$ cat config.mk
export PLATFORM = sky130hd
export DESIGN_NAME = lcd_rect_fill_command_stream_top_flat
export DESIGN_NICKNAME = d
export VERILOG_FILES = /design/src/hw/rtl/lrf_pkg.sv /design/src/hw/rtl/lrf_stream_if.sv /design/src/hw/rtl/lrf_seq.sv /design/src/hw/rtl/lcd_rect_fill_command_stream_top.sv /design/src/flat_wrapper.sv
export SDC_FILE = /design/constraint.sdc
export NUM_CORES = 1
export LEC_CHECK = 0
export ABC_AREA = 1
export BUFFER_PORTS_ARGS = -buffer_cell sky130_fd_sc_hd__buf_4
export CORE_MARGIN = 10
export CORE_UTILIZATION = 70
export DETAILED_ROUTE_END_ITERATION = 12
export GPL_ROUTABILITY_DRIVEN = 0
export GPL_TIMING_DRIVEN = 0
export PLACE_DENSITY = 0.89
export SYNTH_ARGS = -nofsm -noshare
export SYNTH_HDL_FRONTEND = slang
export SYNTH_HIERARCHICAL = 1
export SYNTH_SLANG_ARGS = --single-unit
$ cat constraint.sdc
create_clock -name clk -period 9 [get_ports clk]
set_clock_uncertainty 0.05 [all_clocks]
set_input_delay 1.8 -clock clk [delete_from_list [all_inputs] [get_ports clk]]
set_output_delay 1.8 -clock clk [all_outputs]
set_load 0.005 [all_outputs]
$ cat src/hw/rtl/lrf_pkg.sv
// Shared types and constants for the LCD rectangle fill command stream.
`timescale 1ns / 1ps
`default_nettype none
package lrf_pkg;

    // Request opcodes
    localparam logic OP_START = 1'b0;
    localparam logic OP_TICK  = 1'b1;

    // Panel command bytes
    localparam logic [7:0] CMD_COL = 8'h2A;
    localparam logic [7:0] CMD_ROW = 8'h2B;
    localparam logic [7:0] CMD_MWR = 8'h2C;
    localparam logic [7:0] CMD_NOP = 8'h00;

    // Byte positions inside a window-set transaction group
    localparam logic [2:0] IDX_CMD      = 3'd0;
    localparam logic [2:0] IDX_START_HI = 3'd1;
    localparam logic [2:0] IDX_START_LO = 3'd2;
    localparam logic [2:0] IDX_END_HI   = 3'd3;
    localparam logic [2:0] IDX_END_LO   = 3'd4;

    localparam logic [15:0] CACHE_RESET = 16'hFFFF;

    typedef enum logic [5:0] {
        PH_IDLE = 6'b000001,
        PH_COL  = 6'b000010,
        PH_ROW  = 6'b000100,
        PH_MWR  = 6'b001000,
        PH_PIX  = 6'b010000,
        PH_NOP  = 6'b100000
    } phase_t;

    typedef struct packed {
        logic        opcode;
        logic [15:0] x_start;
        logic [15:0] y_start;
        logic [15:0] rect_width;
        logic [15:0] rect_height;
        logic [4:0]  red;
        logic [5:0]  green;
        logic [4:0]  blue;
    } rect_req_t;

    typedef struct packed {
        logic [7:0] out_byte;
        logic       is_data;
        logic       last;
    } lcd_byte_t;

endpackage
`default_nettype wire

$ cat src/hw/rtl/lrf_stream_if.sv
// Valid/ready stream interface carrying one payload per transaction.
`timescale 1ns / 1ps
`default_nettype none
interface lrf_stream_if #(
    parameter type payload_t = logic
);
    logic     valid;
    logic     ready;
    payload_t payload;

    modport source (output valid, output payload, input ready);
    modport sink   (input valid, input payload, output ready);
endinterface
`default_nettype wire

$ cat src/hw/rtl/lrf_seq.sv
// Rectangle fill sequencer: window cache, phase state and next-byte selection.
`timescale 1ns / 1ps
`default_nettype none
module lrf_seq
    import lrf_pkg::*;
#(
    parameter int PIXEL_COUNT_BITS = 32
) (
    input  wire logic      clk,
    input  wire logic      rst_n,
    input  wire logic      step,
    input  wire rect_req_t req,
    output logic           res_valid,
    output lcd_byte_t      res
);

    phase_t                        phase_reg, phase_next;
    logic [2:0]                    byte_index_reg, byte_index_next;
    logic [PIXEL_COUNT_BITS-1:0]   pixels_left_reg, pixels_left_next;
    logic [15:0]                   col_start_reg, col_start_next;
    logic [15:0]                   col_end_reg, col_end_next;
    logic [15:0]                   row_start_reg, row_start_next;
    logic [15:0]                   row_end_reg, row_end_next;
    logic [15:0]                   win_y_reg, win_y_next;
    logic [15:0]                   win_h_reg, win_h_next;
    logic [15:0]                   color_reg, color_next;

    logic                          is_start;
    logic [31:0]                   product;
    logic                          count_sat;
    logic [PIXEL_COUNT_BITS-1:0]   pix_count;
    logic [PIXEL_COUNT_BITS-1:0]   pix_dec;
    logic [15:0]                   col_end_new;
    logic                          col_change;
    logic [15:0]                   row_y;
    logic [15:0]                   row_h;
    logic [15:0]                   row_end_new;
    logic                          row_change;
    logic [15:0]                   word_start;
    logic [15:0]                   word_end;
    logic [7:0]                    word_byte;

    assign is_start = (req.opcode == OP_START);

    assign product     = 32'(req.rect_width) * 32'(req.rect_height);
    assign count_sat   = (product >> PIXEL_COUNT_BITS) != 32'd0;
    assign pix_count   = count_sat ? {PIXEL_COUNT_BITS{1'b1}}
                                   : product[PIXEL_COUNT_BITS-1:0];
    assign pix_dec     = pixels_left_reg - 1'b1;

    assign col_end_new = req.x_start + req.rect_width + 16'hFFFF;
    assign col_change  = (req.x_start != col_start_reg) || (col_end_new != col_end_reg);

    // Row window comes from the request on a start, from the latch after columns
    assign row_y       = is_start ? req.y_start : win_y_reg;
    assign row_h       = is_start ? req.rect_height : win_h_reg;
    assign row_end_new = row_y + row_h + 16'hFFFF;
    assign row_change  = (row_y != row_start_reg) || (row_end_new != row_end_reg);

    assign word_start = (phase_reg == PH_COL) ? col_start_reg : row_start_reg;
    assign word_end   = (phase_reg == PH_COL) ? col_end_reg : row_end_reg;

    always_comb
    begin
        case (byte_index_reg)
            IDX_START_HI: word_byte = word_start[15:8];
            IDX_START_LO: word_byte = word_start[7:0];
            IDX_END_HI:   word_byte = word_end[15:8];
            default:      word_byte = word_end[7:0];
        endcase
    end

    always_comb
    begin
        phase_next       = phase_reg;
        byte_index_next  = byte_index_reg;
        pixels_left_next = pixels_left_reg;
        col_start_next   = col_start_reg;
        col_end_next     = col_end_reg;
        row_start_next   = row_start_reg;
        row_end_next     = row_end_reg;
        win_y_next       = win_y_reg;
        win_h_next       = win_h_reg;
        color_next       = color_reg;
        res_valid        = 1'b0;
        res              = '0;

        if (is_start)
        begin
            // Drop a request while a rectangle is in flight
            if (phase_reg == PH_IDLE)
            begin
                win_y_next       = req.y_start;
                win_h_next       = req.rect_height;
                color_next       = {req.red, req.green, req.blue};
                pixels_left_next = pix_count;
                byte_index_next  = IDX_CMD;
                if (col_change)
                begin
                    col_start_next = req.x_start;
                    col_end_next   = col_end_new;
                    phase_next     = PH_COL;
                end
                else if (row_change)
                begin
                    row_start_next = row_y;
                    row_end_next   = row_end_new;
                    phase_next     = PH_ROW;
                end
                else
                begin
                    phase_next = PH_MWR;
                end
            end
        end
        else
        begin
            case (phase_reg)
                PH_COL, PH_ROW:
                begin
                    res_valid = 1'b1;
                    if (byte_index_reg == IDX_CMD)
                    begin
                        res.out_byte = (phase_reg == PH_COL) ? CMD_COL : CMD_ROW;
                        res.is_data  = 1'b0;
                    end
                    else
                    begin
                        res.out_byte = word_byte;
                        res.is_data  = 1'b1;
                    end
                    if (byte_index_reg >= IDX_END_LO)
                    begin
                        byte_index_next = IDX_CMD;
                        if (phase_reg == PH_COL && row_change)
                        begin
                            row_start_next = row_y;
                            row_end_next   = row_end_new;
                            phase_next     = PH_ROW;
                        end
                        else
                        begin
                            phase_next = PH_MWR;
                        end
                    end
                    else
                    begin
                        byte_index_next = byte_index_reg + 3'd1;
                    end
                end
                PH_MWR:
                begin
                    res_valid       = 1'b1;
                    res.out_byte    = CMD_MWR;
                    byte_index_next = IDX_CMD;
                    phase_next      = (pixels_left_reg == '0) ? PH_NOP : PH_PIX;
                end
                PH_PIX:
                begin
                    res_valid   = 1'b1;
                    res.is_data = 1'b1;
                    if (byte_index_reg == IDX_CMD)
                    begin
                        res.out_byte    = color_reg[15:8];
                        byte_index_next = IDX_START_HI;
                    end
                    else
                    begin
                        res.out_byte     = color_reg[7:0];
                        byte_index_next  = IDX_CMD;
                        pixels_left_next = pix_dec;
                        if (pix_dec == '0)
                        begin
                            phase_next = PH_NOP;
                        end
                    end
                end
                PH_NOP:
                begin
                    res_valid       = 1'b1;
                    res.out_byte    = CMD_NOP;
                    res.last        = 1'b1;
                    phase_next      = PH_IDLE;
                    byte_index_next = IDX_CMD;
                end
                PH_IDLE:
                begin
                    res_valid = 1'b0;
                end
                default:
                begin
                    phase_next      = PH_IDLE;
                    byte_index_next = IDX_CMD;
                end
            endcase
        end
    end

    always_ff @(posedge clk or negedge rst_n)
    begin
        if (!rst_n)
        begin
            phase_reg       <= PH_IDLE;
            byte_index_reg  <= IDX_CMD;
            pixels_left_reg <= '0;
            col_start_reg   <= CACHE_RESET;
            col_end_reg     <= CACHE_RESET;
            row_start_reg   <= CACHE_RESET;
            row_end_reg     <= CACHE_RESET;
            win_y_reg       <= '0;
            win_h_reg       <= '0;
            color_reg       <= '0;
        end
        else if (step)
        begin
            phase_reg       <= phase_next;
            byte_index_reg  <= byte_index_next;
            pixels_left_reg <= pixels_left_next;
            col_start_reg   <= col_start_next;
            col_end_reg     <= col_end_next;
            row_start_reg   <= row_start_next;
            row_end_reg     <= row_end_next;
            win_y_reg       <= win_y_next;
            win_h_reg       <= win_h_next;
            color_reg       <= color_next;
        end
    end

endmodule
`default_nettype wire

$ cat src/hw/rtl/lcd_rect_fill_command_stream_top.sv
// Top level of the LCD rectangle fill command stream with its output register.
// A tick transaction's byte is registered on acceptance and appears on the output in the next cycle.
// Throughput: one request or tick transaction per cycle; the only stall is a full
// output register whose byte is not being taken in that cycle.
// Reset (rst_n, asynchronous): phase idle, window cache all ones, output empty.
// Start requests and ticks while idle produce no output transaction.
`timescale 1ns / 1ps
`default_nettype none
module lcd_rect_fill_command_stream_top
    import lrf_pkg::*;
#(
    parameter int PIXEL_COUNT_BITS = 32
) (
    input  wire logic clk,
    input  wire logic rst_n,
    lrf_stream_if.sink   rect,
    lrf_stream_if.source stream
);

    logic      accept;
    logic      res_valid;
    lcd_byte_t res;
    logic      out_valid_reg, out_valid_next;
    lcd_byte_t out_data_reg;

    // Take a new transaction whenever the output slot is empty or draining
    assign rect.ready = !out_valid_reg || stream.ready;
    assign accept     = rect.valid && rect.ready;

    lrf_seq #(
        .PIXEL_COUNT_BITS (PIXEL_COUNT_BITS)
    ) u_seq (
        .clk       (clk),
        .rst_n     (rst_n),
        .step      (accept),
        .req       (rect.payload),
        .res_valid (res_valid),
        .res       (res)
    );

    always_comb
    begin
        if (accept)
        begin
            out_valid_next = res_valid;
        end
        else if (stream.ready)
        begin
            out_valid_next = 1'b0;
        end
        else
        begin
            out_valid_next = out_valid_reg;
        end
    end

    always_ff @(posedge clk or negedge rst_n)
    begin
        if (!rst_n)
        begin
            out_valid_reg <= 1'b0;
        end
        else
        begin
            out_valid_reg <= out_valid_next;
        end
    end

    always_ff @(posedge clk)
    begin
        if (accept && res_valid)
        begin
            out_data_reg <= res;
        end
    end

    assign stream.valid   = out_valid_reg;
    assign stream.payload = out_data_reg;

endmodule
`default_nettype wire

$ cat src/flat_wrapper.sv
// flat-port wrapper written by rule: the top's interface ports become plain ports
module lcd_rect_fill_command_stream_top_flat import lrf_pkg::*;
#(
    parameter int PIXEL_COUNT_BITS = 32
)
  (clk, rst_n, rect_valid, rect_payload, rect_ready, stream_valid, stream_payload, stream_ready);
  lrf_stream_if #(.payload_t(rect_req_t)) rect_i ();
  lrf_stream_if #(.payload_t(lcd_byte_t)) stream_i ();
  input  wire logic clk;
  input  wire logic rst_n;
  input wire logic [$bits(rect_i.valid)-1:0] rect_valid;
  input wire logic [$bits(rect_i.payload)-1:0] rect_payload;
  output wire logic [$bits(rect_i.ready)-1:0] rect_ready;
  output wire logic [$bits(stream_i.valid)-1:0] stream_valid;
  output wire logic [$bits(stream_i.payload)-1:0] stream_payload;
  input wire logic [$bits(stream_i.ready)-1:0] stream_ready;
  assign rect_i.valid = rect_valid;
  assign rect_i.payload = rect_payload;
  assign rect_ready = rect_i.ready;
  assign stream_valid = stream_i.valid;
  assign stream_payload = stream_i.payload;
  assign stream_i.ready = stream_ready;
  lcd_rect_fill_command_stream_top #(.PIXEL_COUNT_BITS(PIXEL_COUNT_BITS)) u_core (.clk(clk), .rst_n(rst_n), .rect(rect_i), .stream(stream_i));
endmodule
==> flow_summary.json <==
{
  "syn2layout_area_growth_pct": 7.49,
  "drive_above_1_share_pct": 7.19,
  "cts_tree": "built",
  "start_kind": "input port",
  "ir_drop_mv": 0.590,
  "drtIter0Drc": 2767,
  "cts_inserted_buffers": 17,
  "final_hold_viol_count": 0,
  "ctsResizeCount": 0,
  "insertion_delay_ns": 0.46,
  "root_buffer": "clkbuf_16",
  "async_reset_ff_share_pct": 93.9,
  "postSynthCellCount": 3104,
  "ff2ff_setup_slack_ns": 5.05,
  "layout.cells.most_common_list": "nand2_1 (926), inv_1 (673), fa_1 (196)",
  "fin_hold_ws_ns": 0.430,
  "p_leak_nw": 13.0,
  "route.detailed.drc": 0,
  "ys_warn_count": 6,
  "critical_path.cell_chain": "clkbuf_1 -> clkbuf_1 -> nand2_1 -> fa_1 -> inv_1 -> fa_1 -> inv_1 -> fa_1 -> inv_1 -> fa_1 -> fa_1 -> inv_1 -> fa_1 -> inv_1 -> ha_1 -> a21oi_1 -> o21a_1 -> a21boi_0 -> o21ai_1 -> a21oi_1 -> or2_1 -> nand3_1 -> nand2_1 -> o21ai_1",
  "antenna_left": 0,
  "rsz0062_at_grt": "false",
  "hold_class": "flip-flop to flip-flop",
  "crit_type": "input port to flip-flop",
  "synth_edf_count": 10,
  "ys_seq_area_share_pct": 19.6,
  "maxCapViolations": 0,
  "max_clock_freq_ghz": 0.126,
  "routed_wl_um": 67300,
  "cp_slowest_stage_delay_ns": 0.58,
  "vias": 21400,
  "ys_ff_latch": 164,
  "synth_top_cell_area_share_pct": 18.1,
  "dp_hpwl_um": 53400,
  "grt_pass1_wl_um": 108000,
  "clk_pin_slew_ns": 0.07,
  "first_pass_iters": 7,
  "layout.nets": 3641,
  "dpl.cell_count": 3565,
  "post_cts_buffers": 0,
  "start_util_pct": 70.8,
  "layout_commonest_cell": "nand2_1",
  "setup_viol": 0,
  "avgSynthCellArea_um2": 6.97,
  "outcome": "finished, final reports clean",
  "slew_headroom_pct": 18.2,
  "wl_per_cell_um": 18.7,
  "cts_hold_buf": 0,
  "critical-path-slowest-cell": "clkbuf_1",
  "finalSetupTns_ns": 0,
  "critPathMostFrequentCell": "fa_1",
  "overflow": 0,
  "fp.dieArea_um2": 38400,
  "final_cells": 3601,
  "grt_pass1_vias": 21408,
  "finalCritPeriodShare_pct": 88.2,
  "synthFlopType": "dfrtp_1",
  "grt_start_max_net_pins": 84,
  "worst_pin_slew_ns": 1.22,
  "finalCriticalPeriod_ns": 7.93,
  "yosysTopAreaCell": "fa_1",
  "synth_cell_type_count": 57,
  "final_max_slew_viol_count": 0,
  "largest_reg_flops": 32,
  "cp_max_fo": 10,
  "power.density_nw_per_um2": 388,
  "synthesis.area_um2": 21600,
  "io_buffers": 64,
  "endpoint_kind": "flip-flop",
  "syn_nets": 3557,
  "synth.area.top_cells": "fa_1 (18%), nand2_1 (16%), inv_1 (12%)",
  "grt_antenna_before_repair": 2,
  "clock-sinks": 164,
  "die_w_um": 196,
  "io_pins": 97,
  "arrival_ns": 8.20,
  "vias_per_cell": 5.94,
  "num_rows": 64,
  "core_area_um2": 30600,
  "grt.total_usage_pct": 35.1,
  "die_y_um": 196,
  "ctsLongestPathBuffers": 2,
  "htree_levels": 4,
  "critPathRequiredTime_ns": 9.27
}
## layout make-up
cell class | count | area (µm²)
antenna | 4 | 10.0
buffer | 125 | 569
clock buffer | 18 | 439
clock inverter | 14 | 165
fill | 2227 | 7320
inverter | 684 | 2570
multi-input combinational | 2131 | 14300
sequential | 164 | 4240
tap | 396 | 495
timing repair buffer | 65 | 512
## critical path, delay by kind of cell
kind | cells | cell delay, ns
adder cells (fa/ha/maj) | 7 | 3.14
buffers and inverters | 7 | 1.47
AO/OA/AOI/OAI | 6 | 1.34
AND/OR/NAND/NOR | 4 | 0.46
## report_power, final
| group | internal [mW] | total, mW | switching (mW) | leakage, nW |
|---|---|---|---|---|
| registers | 1.19 | 1.49 | 0.299 | 1.88 |
| clock network | 0.425 | 0.772 | 0.347 | 0.296 |
| logic | 2.44 | 6.77 | 4.33 | 10.9 |
| total | 4.05 | 9.03 | 4.98 | 13.0 |
## path summary, 6_finish.rpt
check | start | endpoint | cells after the start
max in group asynchronous | rst_n | u_core/u_seq/col_start_reg[13] | 2
setup / recovery | rect_payload[37] | u_core/u_seq/pixels_left_reg[22] | 24
min in group asynchronous | rst_n | u_core/u_seq/win_h_reg[15] | 1
hold reg to reg | u_core/u_seq/win_h_reg[15] | u_core/u_seq/win_h_reg[15] | 2
setup reg to reg | u_core/u_seq/win_y_reg[1] | u_core/u_seq/row_start_reg[9] | 24
hold / removal | u_core/u_seq/win_h_reg[15] | u_core/u_seq/win_h_reg[15] | 2
## layer usage
layer  GRT usage [%]  up-vias  routed length [µm]  part of all wire (%)
met5               0        -                  13                 0.019
met4            25.3        2                5630                   8.4
met3            8.85      406                7690                    11
met2            56.4     1516               30500                    45
met1            40.1     9885               23500                    35
li1                -     9591                   -                     -
## per-stage QoR
| step | utilization, % | setup WS [ns] | area (µm²) | power, mW |
|---|---|---|---|---|
| floorplan | - | 1.74 | 21600 | 6.26 |
| global route | 76.0 | 0.826 | 23300 | 9.88 |
| global placement | 74.0 | 0.862 | 22600 | 7.72 |
| CTS | 76.0 | 1.19 | 23300 | 8.80 |
| finish | 76.1 | 1.07 | 23300 | 9.03 |
| detailed placement | 74.1 | 0.755 | 22700 | 7.95 |
## cells by family after synthesis
logic type	synth area share [%]
AND/OR/NAND/NOR	24.7
buffers and inverters	14.5
AO/OA/AOI/OAI	9.85
adder cells (fa/ha/maj)	28.1
flip-flops	19.6
XOR/XNOR	3.31
## cells in the mapped netlist (10+ instances only)
library cell and n:
clkbuf_1 93, o21bai_1 37, xor2_1 50, xnor2_1 22
o21ai_1 15, nand4_1 31, edfxtp_1 10, o21ai_0 154
fa_1 196, o211ai_1 12, nand3_1 121, nor3_1 11
inv_1 673, dfstp_2 65, ha_1 172, buf_2 14
nor2_1 174, nand2_1 926, dfrtp_1 89, a21oi_1 104
No activity file was read; power rests on OpenSTA's default activity.
